===== config.mk =====
export PLATFORM = sky130hd
export DESIGN_NAME = smallest_enclosing_sector_lookup_flat
export DESIGN_NICKNAME = d
export VERILOG_FILES = /design/src/sv/sesl_pkg.sv /design/src/sv/sesl_if.sv /design/src/sv/sesl_table.sv /design/src/sv/sesl_ctrl.sv /design/src/sv/smallest_enclosing_sector_lookup.sv /design/src/flat_wrapper.sv
export SDC_FILE = /design/constraint.sdc
export NUM_CORES = 2
export LEC_CHECK = 0
export ABC_AREA = 0
export BUFFER_PORTS_ARGS = -buffer_cell sky130_fd_sc_hd__buf_2
export CAP_MARGIN = 20
export CORE_UTILIZATION = 50
export CTS_CLUSTER_DIAMETER = 100
export DETAILED_ROUTE_END_ITERATION = 8
export GPL_TIMING_DRIVEN = 0
export PLACE_DENSITY = 0.68
export SLEW_MARGIN = 40
export SYNTH_ARGS = -nofsm -noshare
export SYNTH_HDL_FRONTEND = slang
export SYNTH_SLANG_ARGS = --single-unit

===== constraint.sdc =====
create_clock -name clock -period 10.1 [get_ports clock]
set_clock_uncertainty 0.05 [all_clocks]
set_input_delay 1.515 -clock clock [delete_from_list [all_inputs] [get_ports clock]]
set_output_delay 1.515 -clock clock [all_outputs]
set_load 0.01 [all_outputs]

===== src/sv/sesl_pkg.sv =====
package sesl_pkg;

   localparam int DEF_MAX_SECTORS = 64;

   localparam int COORD_W  = 8;
   localparam int AREA_W   = 2 * COORD_W;
   localparam int KIND_W   = 2;
   localparam int STATUS_W = 3;
   localparam int CODE_W   = 4;
   localparam int RANK_W   = 7;

   // item kinds
   localparam logic [KIND_W-1:0] KIND_LOAD  = 2'd0;
   localparam logic [KIND_W-1:0] KIND_QUERY = 2'd1;
   localparam logic [KIND_W-1:0] KIND_CLEAR = 2'd2;

   // result status codes
   localparam logic [STATUS_W-1:0] ST_ANSWERED = 3'd0;
   localparam logic [STATUS_W-1:0] ST_LOADED   = 3'd1;
   localparam logic [STATUS_W-1:0] ST_SKIPPED  = 3'd2;
   localparam logic [STATUS_W-1:0] ST_FULL     = 3'd3;
   localparam logic [STATUS_W-1:0] ST_CLEARED  = 3'd4;

   // third codes
   localparam logic [CODE_W-1:0] CODE_WEST  = 4'd8;
   localparam logic [CODE_W-1:0] CODE_EAST  = 4'd4;
   localparam logic [CODE_W-1:0] CODE_SOUTH = 4'd2;
   localparam logic [CODE_W-1:0] CODE_NORTH = 4'd1;

   // implicit catch-all rectangle
   localparam logic [COORD_W-1:0] CATCH_ALL_SIZE = 8'd255;

   typedef struct packed {
      logic [COORD_W-1:0] x;
      logic [COORD_W-1:0] y;
      logic [COORD_W-1:0] w;
      logic [COORD_W-1:0] h;
      logic [COORD_W-1:0] sample;
   } sesl_entry_type;

   typedef struct packed {
      logic [STATUS_W-1:0] status;
      logic [COORD_W-1:0]  found_sample;
      logic [CODE_W-1:0]   sub_location;
      logic                catch_all;
      logic [RANK_W-1:0]   entry_rank;
   } sesl_res_type;

   // Exact thirds test: 3*i against w and 2*w, no division needed.
   function automatic logic [CODE_W-1:0] third_code(
      input logic [COORD_W-1:0] ix,
      input logic [COORD_W-1:0] w,
      input logic [COORD_W-1:0] iy,
      input logic [COORD_W-1:0] h
   );
      logic [COORD_W+1:0] ix3;
      logic [COORD_W+1:0] iy3;
      logic [COORD_W+1:0] w1;
      logic [COORD_W+1:0] w2;
      logic [COORD_W+1:0] h1;
      logic [COORD_W+1:0] h2;
      logic [CODE_W-1:0]  code;
      ix3  = {2'b00, ix} + {1'b0, ix, 1'b0};
      iy3  = {2'b00, iy} + {1'b0, iy, 1'b0};
      w1   = {2'b00, w};
      w2   = {1'b0, w, 1'b0};
      h1   = {2'b00, h};
      h2   = {1'b0, h, 1'b0};
      code = '0;
      if (ix3 <= w1) begin
         code = code | CODE_WEST;
      end else if (ix3 >= w2) begin
         code = code | CODE_EAST;
      end
      if (iy3 <= h1) begin
         code = code | CODE_NORTH;
      end else if (iy3 >= h2) begin
         code = code | CODE_SOUTH;
      end
      return code;
   endfunction

endpackage


===== src/sv/sesl_if.sv =====
interface sesl_req_if;
   import sesl_pkg::*;

   logic               valid;
   logic               ready;
   logic [KIND_W-1:0]  kind;
   logic [COORD_W-1:0] rect_x;
   logic [COORD_W-1:0] rect_y;
   logic [COORD_W-1:0] rect_w;
   logic [COORD_W-1:0] rect_h;
   logic [COORD_W-1:0] sample_id;
   logic [COORD_W-1:0] point_x;
   logic [COORD_W-1:0] point_y;

   modport source (
      output valid, kind, rect_x, rect_y, rect_w, rect_h, sample_id, point_x, point_y,
      input  ready
   );
   modport sink (
      input  valid, kind, rect_x, rect_y, rect_w, rect_h, sample_id, point_x, point_y,
      output ready
   );
endinterface

interface sesl_rsp_if;
   import sesl_pkg::*;

   logic                valid;
   logic                ready;
   logic [STATUS_W-1:0] status;
   logic [COORD_W-1:0]  found_sample;
   logic [CODE_W-1:0]   sub_location;
   logic                catch_all;
   logic [RANK_W-1:0]   entry_rank;

   modport source (
      output valid, status, found_sample, sub_location, catch_all, entry_rank,
      input  ready
   );
   modport sink (
      input  valid, status, found_sample, sub_location, catch_all, entry_rank,
      output ready
   );
endinterface


===== src/sv/sesl_table.sv =====
module sesl_table #(
   parameter int DEPTH = sesl_pkg::DEF_MAX_SECTORS,
   parameter int IDX_W = (DEPTH > 1) ? $clog2(DEPTH) : 1
) (
   input  logic                     clock,
   input  logic                     wr_en,
   input  logic [IDX_W-1:0]         wr_addr,
   input  sesl_pkg::sesl_entry_type wr_data,
   input  logic                     rd_en,
   input  logic [IDX_W-1:0]         rd_addr,
   output sesl_pkg::sesl_entry_type rd_data
);
   import sesl_pkg::*;

   sesl_entry_type mem [DEPTH];
   sesl_entry_type rd_data_ff;

   always_ff @(posedge clock) begin
      if (wr_en) begin
         mem[wr_addr] <= wr_data;
      end
   end

   always_ff @(posedge clock) begin
      if (rd_en) begin
         rd_data_ff <= mem[rd_addr];
      end
   end

   assign rd_data = rd_data_ff;

endmodule


===== src/sv/sesl_ctrl.sv =====
module sesl_ctrl #(
   parameter int MAX_SECTORS = sesl_pkg::DEF_MAX_SECTORS,
   parameter int IDX_W       = (MAX_SECTORS > 1) ? $clog2(MAX_SECTORS) : 1
) (
   input  logic                     clock,
   input  logic                     reset,
   sesl_req_if.sink                 req_bus,
   output logic                     mem_wr_en,
   output logic [IDX_W-1:0]         mem_wr_addr,
   output sesl_pkg::sesl_entry_type mem_wr_data,
   output logic                     mem_rd_en,
   output logic [IDX_W-1:0]         mem_rd_addr,
   input  sesl_pkg::sesl_entry_type mem_rd_data,
   output logic                     res_valid,
   output sesl_pkg::sesl_res_type   res_data,
   input  logic                     res_ready
);
   import sesl_pkg::*;

   localparam int CNT_W  = $clog2(MAX_SECTORS + 1);
   localparam int WIDE_W = (CNT_W > RANK_W) ? CNT_W : RANK_W;

   localparam logic [2:0] S_IDLE  = 3'd0;
   localparam logic [2:0] S_INS   = 3'd1;
   localparam logic [2:0] S_PLACE = 3'd2;
   localparam logic [2:0] S_QRY   = 3'd3;
   localparam logic [2:0] S_GEO   = 3'd4;
   localparam logic [2:0] S_RESP  = 3'd5;

   logic [2:0]         state_ff,  state_in;
   logic [CNT_W-1:0]   count_ff,  count_in;
   logic [IDX_W-1:0]   k_ff,      k_in;
   sesl_entry_type     new_ff,    new_in;
   logic [AREA_W-1:0]  area_ff,   area_in;
   logic [COORD_W-1:0] px_ff,     px_in;
   logic [COORD_W-1:0] py_ff,     py_in;
   sesl_entry_type     sel_ff,    sel_in;
   logic               catch_ff,  catch_in;
   logic [CNT_W-1:0]   rank_ff,   rank_in;
   sesl_res_type       res_ff,    res_in;

   logic               accept;
   logic [AREA_W-1:0]  rd_area;
   logic               hit;
   logic [COORD_W:0]   x_hi;
   logic [COORD_W:0]   y_hi;
   logic [WIDE_W-1:0]  rank_wide;
   sesl_entry_type     catch_entry;

   assign req_bus.ready = (state_ff == S_IDLE);
   assign accept        = req_bus.valid && req_bus.ready;

   assign rd_area = AREA_W'(mem_rd_data.w) * AREA_W'(mem_rd_data.h);
   assign x_hi    = {1'b0, mem_rd_data.x} + {1'b0, mem_rd_data.w};
   assign y_hi    = {1'b0, mem_rd_data.y} + {1'b0, mem_rd_data.h};
   assign hit     = (px_ff >= mem_rd_data.x) && (py_ff >= mem_rd_data.y) &&
                    ({1'b0, px_ff} <= x_hi) && ({1'b0, py_ff} <= y_hi);

   assign rank_wide   = WIDE_W'(rank_ff);
   assign catch_entry = '{x: '0, y: '0, w: CATCH_ALL_SIZE, h: CATCH_ALL_SIZE, sample: '0};

   always_comb begin
      state_in    = state_ff;
      count_in    = count_ff;
      k_in        = k_ff;
      new_in      = new_ff;
      area_in     = area_ff;
      px_in       = px_ff;
      py_in       = py_ff;
      sel_in      = sel_ff;
      catch_in    = catch_ff;
      rank_in     = rank_ff;
      res_in      = res_ff;
      mem_wr_en   = 1'b0;
      mem_wr_addr = k_ff;
      mem_wr_data = new_ff;
      mem_rd_en   = 1'b0;
      mem_rd_addr = '0;
      res_valid   = 1'b0;

      case (state_ff)
         S_IDLE: begin
            if (accept) begin
               res_in = '0;
               case (req_bus.kind)
                  KIND_LOAD: begin
                     new_in  = '{x: req_bus.rect_x, y: req_bus.rect_y, w: req_bus.rect_w,
                                 h: req_bus.rect_h, sample: req_bus.sample_id};
                     area_in = AREA_W'(req_bus.rect_w) * AREA_W'(req_bus.rect_h);
                     if (req_bus.rect_w == '0 || req_bus.rect_h == '0) begin
                        res_in.status = ST_SKIPPED;
                        state_in      = S_RESP;
                     end else if (count_ff >= CNT_W'(MAX_SECTORS)) begin
                        res_in.status = ST_FULL;
                        state_in      = S_RESP;
                     end else if (count_ff == '0) begin
                        k_in     = '0;
                        state_in = S_PLACE;
                     end else begin
                        // walk down from the top entry
                        k_in        = IDX_W'(count_ff);
                        mem_rd_en   = 1'b1;
                        mem_rd_addr = IDX_W'(count_ff - CNT_W'(1));
                        state_in    = S_INS;
                     end
                  end
                  KIND_QUERY: begin
                     px_in = req_bus.point_x;
                     py_in = req_bus.point_y;
                     k_in  = '0;
                     if (count_ff == '0) begin
                        sel_in   = catch_entry;
                        catch_in = 1'b1;
                        rank_in  = count_ff;
                        state_in = S_GEO;
                     end else begin
                        mem_rd_en   = 1'b1;
                        mem_rd_addr = '0;
                        state_in    = S_QRY;
                     end
                  end
                  default: begin
                     count_in      = '0;
                     res_in.status = ST_CLEARED;
                     state_in      = S_RESP;
                  end
               endcase
            end
         end
         S_INS: begin
            mem_wr_en = 1'b1;
            if (rd_area > area_ff) begin
               // shift the larger entry up one slot
               mem_wr_data = mem_rd_data;
               k_in        = k_ff - IDX_W'(1);
               if (k_ff == IDX_W'(1)) begin
                  state_in = S_PLACE;
               end else begin
                  mem_rd_en   = 1'b1;
                  mem_rd_addr = k_ff - IDX_W'(2);
               end
            end else begin
               count_in      = count_ff + CNT_W'(1);
               res_in.status = ST_LOADED;
               state_in      = S_RESP;
            end
         end
         S_PLACE: begin
            mem_wr_en     = 1'b1;
            count_in      = count_ff + CNT_W'(1);
            res_in.status = ST_LOADED;
            state_in      = S_RESP;
         end
         S_QRY: begin
            if (hit) begin
               sel_in   = mem_rd_data;
               catch_in = 1'b0;
               rank_in  = CNT_W'(k_ff);
               state_in = S_GEO;
            end else if (CNT_W'(k_ff) + CNT_W'(1) == count_ff) begin
               sel_in   = catch_entry;
               catch_in = 1'b1;
               rank_in  = count_ff;
               state_in = S_GEO;
            end else begin
               k_in        = k_ff + IDX_W'(1);
               mem_rd_en   = 1'b1;
               mem_rd_addr = k_ff + IDX_W'(1);
            end
         end
         S_GEO: begin
            res_in.status       = ST_ANSWERED;
            res_in.found_sample = sel_ff.sample;
            res_in.sub_location = third_code(px_ff - sel_ff.x, sel_ff.w,
                                             py_ff - sel_ff.y, sel_ff.h);
            res_in.catch_all    = catch_ff;
            res_in.entry_rank   = rank_wide[RANK_W-1:0];
            state_in            = S_RESP;
         end
         S_RESP: begin
            res_valid = 1'b1;
            if (res_ready) begin
               state_in = S_IDLE;
            end
         end
         default: begin
            state_in = S_IDLE;
         end
      endcase
   end

   always_ff @(posedge clock) begin
      if (reset) begin
         state_ff <= S_IDLE;
         count_ff <= '0;
      end else begin
         state_ff <= state_in;
         count_ff <= count_in;
      end
   end

   always_ff @(posedge clock) begin
      k_ff     <= k_in;
      new_ff   <= new_in;
      area_ff  <= area_in;
      px_ff    <= px_in;
      py_ff    <= py_in;
      sel_ff   <= sel_in;
      catch_ff <= catch_in;
      rank_ff  <= rank_in;
      res_ff   <= res_in;
   end

   assign res_data = res_ff;

   a_write_only_on_load: assert property (@(posedge clock) disable iff (reset)
      mem_wr_en |-> (state_ff == S_INS || state_ff == S_PLACE))
      else $error("table written outside an insert");

   a_no_same_slot: assert property (@(posedge clock) disable iff (reset)
      (mem_wr_en && mem_rd_en) |-> (mem_wr_addr != mem_rd_addr))
      else $error("read and write hit the same slot");

   a_count_bound: assert property (@(posedge clock) disable iff (reset)
      count_ff <= CNT_W'(MAX_SECTORS))
      else $error("sector count beyond capacity");

   a_clear_empties: assert property (@(posedge clock) disable iff (reset)
      (accept && req_bus.kind[1]) |=> (count_ff == '0))
      else $error("clear did not empty the table");

endmodule


===== src/sv/smallest_enclosing_sector_lookup.sv =====
// Acceptance to result valid at the output: clear, zero-area and full loads go straight
//   to the result state; a stored load shifts each larger entry up one slot, then writes
//   the new one; a query scans up from the smallest entry to a hit or the catch-all.
// Throughput: one item at a time; the single table read port walks one entry per cycle.
//   The next item is taken once the result reaches the output register. Reset empties
//   the table (count only).
module smallest_enclosing_sector_lookup #(
   parameter int MAX_SECTORS = sesl_pkg::DEF_MAX_SECTORS
) (
   input  logic     clock,
   input  logic     reset,
   sesl_req_if.sink   req_bus,
   sesl_rsp_if.source rsp_bus
);
   import sesl_pkg::*;

   localparam int IDX_W = (MAX_SECTORS > 1) ? $clog2(MAX_SECTORS) : 1;

   // table access from the sequencer
   logic             mem_wr_en;
   logic [IDX_W-1:0] mem_wr_addr;
   sesl_entry_type   mem_wr_data;
   logic             mem_rd_en;
   logic [IDX_W-1:0] mem_rd_addr;
   sesl_entry_type   mem_rd_data;

   // finished result from the sequencer
   logic         res_valid;
   logic         res_ready;
   sesl_res_type res_data;

   // output register
   logic         rsp_valid_ff, rsp_valid_in;
   sesl_res_type rsp_data_ff,  rsp_data_in;

   sesl_table #(
      .DEPTH (MAX_SECTORS),
      .IDX_W (IDX_W)
   ) u_table (
      .clock   (clock),
      .wr_en   (mem_wr_en),
      .wr_addr (mem_wr_addr),
      .wr_data (mem_wr_data),
      .rd_en   (mem_rd_en),
      .rd_addr (mem_rd_addr),
      .rd_data (mem_rd_data)
   );

   sesl_ctrl #(
      .MAX_SECTORS (MAX_SECTORS),
      .IDX_W       (IDX_W)
   ) u_ctrl (
      .clock       (clock),
      .reset       (reset),
      .req_bus     (req_bus),
      .mem_wr_en   (mem_wr_en),
      .mem_wr_addr (mem_wr_addr),
      .mem_wr_data (mem_wr_data),
      .mem_rd_en   (mem_rd_en),
      .mem_rd_addr (mem_rd_addr),
      .mem_rd_data (mem_rd_data),
      .res_valid   (res_valid),
      .res_data    (res_data),
      .res_ready   (res_ready)
   );

   // The output slot frees as soon as the item in it is taken, so the sequencer can
   // hand over the next result in the same cycle.
   assign res_ready = !rsp_valid_ff || rsp_bus.ready;

   always_comb begin
      rsp_valid_in = rsp_valid_ff;
      rsp_data_in  = rsp_data_ff;
      if (rsp_valid_ff && rsp_bus.ready) begin
         rsp_valid_in = 1'b0;
      end
      // load a new item; it wins over the drop above
      if (res_valid && res_ready) begin
         rsp_valid_in = 1'b1;
         rsp_data_in  = res_data;
      end
   end

   always_ff @(posedge clock) begin
      if (reset) begin
         rsp_valid_ff <= 1'b0;
      end else begin
         rsp_valid_ff <= rsp_valid_in;
      end
   end

   always_ff @(posedge clock) begin
      rsp_data_ff <= rsp_data_in;
   end

   assign rsp_bus.valid        = rsp_valid_ff;
   assign rsp_bus.status       = rsp_data_ff.status;
   assign rsp_bus.found_sample = rsp_data_ff.found_sample;
   assign rsp_bus.sub_location = rsp_data_ff.sub_location;
   assign rsp_bus.catch_all    = rsp_data_ff.catch_all;
   assign rsp_bus.entry_rank   = rsp_data_ff.entry_rank;

   a_no_overwrite: assert property (@(posedge clock) disable iff (reset)
      (rsp_valid_ff && !rsp_bus.ready) |=> (rsp_valid_ff && $stable(rsp_data_ff)))
      else $error("pending result overwritten");

   a_one_result_per_item: assert property (@(posedge clock) disable iff (reset)
      (res_valid && res_ready) |=> rsp_valid_ff)
      else $error("finished item not shown at the output");

   a_load_status_fields: assert property (@(posedge clock) disable iff (reset)
      (rsp_valid_ff && rsp_data_ff.status != ST_ANSWERED) |->
         (rsp_data_ff.catch_all == 1'b0 && rsp_data_ff.entry_rank == '0))
      else $error("non-query result carries query fields");

endmodule


===== src/flat_wrapper.sv =====
// flat-port wrapper written by rule: the top's interface ports become plain ports
module smallest_enclosing_sector_lookup_flat import sesl_pkg::*;
#(
   parameter int MAX_SECTORS = sesl_pkg::DEF_MAX_SECTORS
)
  (clock, reset, req_bus_valid, req_bus_kind, req_bus_rect_x, req_bus_rect_y, req_bus_rect_w, req_bus_rect_h, req_bus_sample_id, req_bus_point_x, req_bus_point_y, req_bus_ready, rsp_bus_valid, rsp_bus_status, rsp_bus_found_sample, rsp_bus_sub_location, rsp_bus_catch_all, rsp_bus_entry_rank, rsp_bus_ready);
  sesl_req_if req_bus_i ();
  sesl_rsp_if rsp_bus_i ();
  input  logic clock;
  input  logic reset;
  input wire logic [$bits(req_bus_i.valid)-1:0] req_bus_valid;
  input wire logic [$bits(req_bus_i.kind)-1:0] req_bus_kind;
  input wire logic [$bits(req_bus_i.rect_x)-1:0] req_bus_rect_x;
  input wire logic [$bits(req_bus_i.rect_y)-1:0] req_bus_rect_y;
  input wire logic [$bits(req_bus_i.rect_w)-1:0] req_bus_rect_w;
  input wire logic [$bits(req_bus_i.rect_h)-1:0] req_bus_rect_h;
  input wire logic [$bits(req_bus_i.sample_id)-1:0] req_bus_sample_id;
  input wire logic [$bits(req_bus_i.point_x)-1:0] req_bus_point_x;
  input wire logic [$bits(req_bus_i.point_y)-1:0] req_bus_point_y;
  output wire logic [$bits(req_bus_i.ready)-1:0] req_bus_ready;
  output wire logic [$bits(rsp_bus_i.valid)-1:0] rsp_bus_valid;
  output wire logic [$bits(rsp_bus_i.status)-1:0] rsp_bus_status;
  output wire logic [$bits(rsp_bus_i.found_sample)-1:0] rsp_bus_found_sample;
  output wire logic [$bits(rsp_bus_i.sub_location)-1:0] rsp_bus_sub_location;
  output wire logic [$bits(rsp_bus_i.catch_all)-1:0] rsp_bus_catch_all;
  output wire logic [$bits(rsp_bus_i.entry_rank)-1:0] rsp_bus_entry_rank;
  input wire logic [$bits(rsp_bus_i.ready)-1:0] rsp_bus_ready;
  assign req_bus_i.valid = req_bus_valid;
  assign req_bus_i.kind = req_bus_kind;
  assign req_bus_i.rect_x = req_bus_rect_x;
  assign req_bus_i.rect_y = req_bus_rect_y;
  assign req_bus_i.rect_w = req_bus_rect_w;
  assign req_bus_i.rect_h = req_bus_rect_h;
  assign req_bus_i.sample_id = req_bus_sample_id;
  assign req_bus_i.point_x = req_bus_point_x;
  assign req_bus_i.point_y = req_bus_point_y;
  assign req_bus_ready = req_bus_i.ready;
  assign rsp_bus_valid = rsp_bus_i.valid;
  assign rsp_bus_status = rsp_bus_i.status;
  assign rsp_bus_found_sample = rsp_bus_i.found_sample;
  assign rsp_bus_sub_location = rsp_bus_i.sub_location;
  assign rsp_bus_catch_all = rsp_bus_i.catch_all;
  assign rsp_bus_entry_rank = rsp_bus_i.entry_rank;
  assign rsp_bus_i.ready = rsp_bus_ready;
  smallest_enclosing_sector_lookup #(.MAX_SECTORS(MAX_SECTORS)) u_core (.clock(clock), .reset(reset), .req_bus(req_bus_i), .rsp_bus(rsp_bus_i));
endmodule

### Word level (Yosys, flattened, before mapping)

Memory sizes are Yosys's and may differ from the RTL's. A register that Yosys moved wholly into a read port is not among the register bits.
Cells that the tools add are included.

* memories: 1
* RAM bits: 2560
* flip-flop bits (word level): 183
* word-level logic and storage cells: 189
* output and inout port bits: 25

* order comparisons: 10
* multiply operators: 2
* mux-type cells: 82
* equality and inequality tests: 22
* reduce and logical (&&, ||, !) cells: 31
* add/sub/neg operators: 12

Memory list
* u_core.u_table.mem: words 64, bits a word 40, read ports 1, clocked after Yosys merged registers in 1, write ports 1, line sesl_table.sv:15 `sesl_entry_type mem [DEPTH];`

Operators by type and width (number)
* 40-bit 2-to-1 mux: 7
* 6-bit 2-to-1 mux: 16
* 40-bit one-hot mux with 2 select lines: 1
* 7-bit 2-to-1 mux: 8
* 20-bit one-hot mux with 2 select lines: 1
* 6-bit one-hot mux with 3 select lines: 2
* 3-bit 2-to-1 mux: 11
* 8-bit by 8-bit multiplier with 16-bit output: 2
* 23-bit 2-to-1 mux: 1
* 7-bit one-hot mux with 3 select lines: 1
* 8-bit by 9-bit adder with 10-bit output: 2
* 10-bit by 9-bit greater-or-equal comparator with 1-bit output: 2
* 10-bit by 8-bit <= comparator with 1-bit output: 2
* 1-bit 2-to-1 mux: 19
* 8-bit by 8-bit adder with 9-bit output: 2
* 8-bit by 9-bit <= comparator with 1-bit output: 2
* 8-bit greater-or-equal comparator: 2
* 16-bit greater-than comparator: 1
* 8-bit zero test: 2
* 8-bit subtractor: 2
* 3-bit one-hot mux with 5 select lines: 1
* 7-bit one-hot mux with 2 select lines: 1
* 3-bit inequality test (second input constant): 4
* 3-bit one-hot mux with 2 select lines: 2
* 36 further kinds: 65

### Longest topological paths before layout

* word-level depth: 8
* depth in mapped cells: 36

### Hierarchy

From an unflattened synthesis, not the netlist that was laid out.

* cell total of the unflattened synthesis: 5742
* area total of the unflattened synthesis: 113670.3 µm²

By module, submodules not included
* sesl_table: instances 1, area an instance 98360.6 µm², cells an instance 4263, seq. area each 78074.9 µm²
* sesl_ctrl: instances 1, area an instance 14564.0 µm², cells an instance 1451, seq. area each 4674.5 µm²
* smallest_enclosing_sector_lookup: instances 1, area an instance 745.7 µm², cells an instance 28, seq. area each 710.7 µm²

### Worst setup path before layout

OpenSTA, ideal clock, no wires.

* path kind: reg2reg
* from: register, netlist name u_core.u_table.rd_data[10]
* to: memory u_core.u_table.mem[0][25] in the netlist's numbering (data pin)
* arrival: 8.671 ns
* clock period less this slack: 9.422 ns
* buffers on the path: 3
* path slack: 0.678 ns
* cell stages (with the launch flop): 29
* setup time: 0.702 ns
* data required time: 9.348 ns
* path through: edfxtp_1 -> and2_1 -> fa_1 -> fa_1 -> inv_1 -> fa_1 -> fa_1 -> inv_1 -> ha_1 -> a21oi_1 -> o21bai_1 -> a21oi_1 -> nor2b_1 -> o21a_1 -> o21ai_0 -> nand2b_1 -> a21oi_1 -> o21ai_0 -> xnor2_1 -> ha_1 -> nand4_1 -> nor3_1 -> a21boi_2 -> o31ai_4 -> buf_2 -> or3_1 -> clkbuf_1 -> clkbuf_1 -> o21ai_0

RTL lines (line)
* end: declaration: sesl_table.sv:15

### Final worst setup path

* from: register, netlist name u_core.u_table.rd_data[19]
* to: register, netlist name u_core.u_table.rd_data[38]

* cells in the longest elaborated chain, start to end: 6
* elaborated cells between the ends (all ways): 12
* classes of those cells: add/sub (1); mul (1); order compare (2); mux (6); reduce/logical (2)

Ends and longest elaborated chain
* parallel branches: the longest is 6 deep, another holds 8-bit by 8-bit multiplier with 16-bit output

Parallel ways; which one is timed is not known.
A chain may end at the register's enable or synchronous reset.

==> results.md <==
- Outcome: completed
- CTS Buf Count: 299
- Flops & latches, synth: 2783
- CTS H-tree depth: 5
- Worst r2r src: u_core.u_table.rd_data[19]$_DFFE_PP_
- Fin. Hold Viols: 0
- Max_cap viols: 0
- IO Count: 87
- Layout cells sized above 1: 0.168
- Least-Margin Pin Slew: 1.02 ns
- Grt met1 use: 0.435
- Critical Path AT: 10.61 ns
- Worst Path Class, Setup: flop to flop
- Synth area leader: edfxtp_1
- Unique masters post-synth: 79
- Worst-path clk slew: 0.07 ns
- R2R depth: 36
- R2r endpoint: u_core.u_table.rd_data[38]$_DFFE_PP_
- CP Capture Type: flop
- Synth top area share: 0.724
- Nets: 8829
- First-pass iteration count of the detailed router: 9
- # clock sinks: 2783
- Slew Limit Fails: 0
- Most instantiated cells after synthesis: edfxtp_1, nand2_1, a21oi_1
- Max-Slew Margin vs Limit: 0.319
- DR vias: 74800
- Total gr overflow: 0
- Layout area overhead: 18.6%
- Synth Instances: 7810
- Grt met3 use: 0.0904
- Fin crit period: 10.0 ns
- Cell Area, Placed: 0.125 sq mm
- Total number of yosys warnings: 0
- Root buffer cell: clkbuf_16
- Max stage delay cell, worst path: or4_1
- Most common cell in the synthesized netlist: edfxtp_1
- DRT iter0 DRCs: 11700
- GPL Wtd Cong: 1.03
- Top area cells in the synthesized netlist: edfxtp_1, nand2_1, a21oi_1
- Overall routed net length: 381 mm
- DIE AREA: 0.232 sq mm
- FP Rows: 175
- Post-Layout Inst Area: 0.136 sq mm
- Ys async rst share: 0
- Global-route wire length before repair: 529 mm
- Worst reg-to-reg setup slack: 0.10 ns
- Number of enable flip-flop cells after synthesis: 2772
- Vias in the first global route: 72000
- Die width: 481 um
- Worst hold stages: 0
- Post-synthesis sequential area ratio: 0.726
- Max FO, Critical Path: 11
- Detailed placement HPWL: 265 mm
- Clock Latency Late Sink: 0.97 ns
- Die Y: 481 um
- Synth Flop Type: edfxtp_1
- FMAX: 100 MHz
- GR met2 Demand/Resource: 0.474
- Avg Synthesized Cell Area: 14.7 sq um
- Via/cell ratio: 6.39
- Final setup violation count: 0
- Initial antenna violation count: 46
- Tightest Hold Check Type: flop to flop
- Pin count of the biggest net entering global routing: 65
- Core ar.: 0.228 sq mm
- Worst Path Required: 10.71 ns
- Post-Syn Area: 0.115 sq mm
- DRC viols: 0
- Port bufs: 86
- Global routing's busiest layer: met2
- Critical path's largest stage delay: 0.63 ns
- Min-delay src: u_core.u_ctrl.res_data[19]$_SDFFCE_PN0P_
- Fin crit share: 0.990
- Critical path startpoint category: flop
- WL/cell: 32.5 um
- CTS tree: done
- Clock buffer depth: 4
- GRT Total Usage: 0.326
- Syn nets: 8161
- Final ANT Viol Nets: 0
- Hold worst-path end: u_core.rsp_bus.found_sample[7]$_DFFE_PP_
- Starting Density: 0.504
-- metrics by stage --
step | utilization | hold WS [ns] | worst slack [ns] | setup TNS, ns | instances
2_1_floorplan | - | 0.350 | 0.678 | 0 | 7810
3_3_place_gp | 0.523 | 0.358 | -6.78 | -4641.97 | 10900
3_5_place_dp | 0.549 | 0.355 | -0.932 | -28.00 | 11100
4_1_cts | 0.594 | 0.362 | -0.000124 | -0.000124 | 11700
5_1_grt | 0.598 | 0.377 | -0.117 | -1.65 | 11700
6_report | 0.598 | 0.364 | 0.105 | 0 | 11700
-- metal layers --
| metal | wire length, um | share of wire | up-vias |
|---|---|---|---|
| met4 | 26300 | 0.069 | 24 |
| met2 | 165000 | 0.43 | 5383 |
| met5 | 170 | 0.00045 | - |
| met3 | 50700 | 0.13 | 970 |
| met1 | 139000 | 0.37 | 37500 |
| li1 | - | - | 31000 |
-- worst max-delay path by stage --
stage	slack, ns	from	cells past startpoint	to
after global placement	-6.78	u_core.u_table.rd_data[10]$_DFFE_PP_	28	u_core.u_table.mem[45][25]$_DFFE_PP_
after global routing	-0.12	u_core.u_table.rd_data[19]$_DFFE_PP_	36	u_core.u_table.rd_data[24]$_DFFE_PP_
after CTS	-0.0001	u_core.u_table.rd_data[19]$_DFFE_PP_	33	u_core.u_table.rd_data[5]$_DFFE_PP_
final	0.10	u_core.u_table.rd_data[19]$_DFFE_PP_	36	u_core.u_table.rd_data[38]$_DFFE_PP_
after floorplan	0.68	u_core.u_table.rd_data[10]$_DFFE_PP_	28	u_core.u_table.mem[0][25]$_DFFE_PP_
after detailed placement	-0.93	u_core.u_table.rd_data[10]$_DFFE_PP_	32	u_core.u_table.rd_data[16]$_DFFE_PP_
-- final cells by class --
class,count,area [sq um]
clock buffers,354,7800
inverters,192,721
repair buffers,369,5740
fillers,16700,91700
well taps,3009,3760
plain buffers,438,2230
clock inverters,153,1610
multi-input cells,4395,30900
diodes,20,50.0
flip-flops and latches,2783,83500
-- worst max-delay path: cells and delay by family (launching register included) --
family / cells / cell delay (ns)
AOI/OAI and AO/OA: 14 / 3.24
adders and majority gates: 6 / 2.53
and+or+nand+nor: 7 / 1.63
buffers and inverters: 8 / 1.42
DFF: 1 / 0.55
xor gates and xnor gates: 1 / 0.16
-- timing repair --
item                       4_1_cts  5_1_grt
gates cloned                     0        1
setup endpoints to repair       40       40
pin swaps                        4        7
gates resized for setup        106      221
buffers inserted                31        7
hold buffers                     0        0
-- flip-flops by register name, summed over array words and instances (netlist names) --
| name | count |
|---|---|
| u_core.rsp_bus.entry_rank | 7 |
| u_core.rsp_bus.found_sample | 8 |
| u_core.u_ctrl.sel_ff | 40 |
| u_core.u_ctrl.count_ff | 7 |
| u_core.u_ctrl.state_ff | 3 |
| u_core.rsp_bus.status | 3 |
| u_core.u_table.rd_data | 40 |
| u_core.u_table.mem | 2560 |
| u_core.u_ctrl.area_ff | 16 |
| u_core.rsp_bus.sub_location | 4 |
| u_core.u_ctrl.mem_wr_addr | 6 |
| u_core.u_ctrl.py_ff | 8 |
| u_core.u_ctrl.catch_ff | 1 |
| u_core.rsp_bus.valid | 1 |
| u_core.u_ctrl.px_ff | 8 |
| u_core.u_ctrl.new_ff | 40 |
| u_core.u_ctrl.res_data | 23 |
| u_core.rsp_bus.catch_all | 1 |
| u_core.u_ctrl.rank_ff | 7 |
-- placed cells by master, fill, tap and decap left out, drive strengths merged, types with 86 or more instances in the layout --
cell type,netlist,routed
a21oi,725,725
and2,104,104
a22oi,88,88
buf,212,556
inv,190,196
nand2,1524,1524
ha,211,211
o21ai,100,100
nor2,150,150
o22ai,167,167
clkinv,2,109
a32oi,240,240
clkbuf,229,605
a211oi,86,86
edfxtp,2772,2772
mux2i,330,330
-- cell families (layout without fill, tap and decap cells) --
family          Yosys count  in the layout  synth area share
flops                  2783           2783             0.726
simple gates           2056           2057            0.0759
compound gates         1526           1526            0.0838
buf+inv                 633           1506            0.0236
mux                     441            441            0.0475
fa+ha+maj               289            289            0.0366
xor+xnor                 82             82           0.00632
other cells               0             20                 0
Power is left out: the tool's default activity adds up to more than one toggle a clock period on the data nets, which glitch-free logic cannot reach.
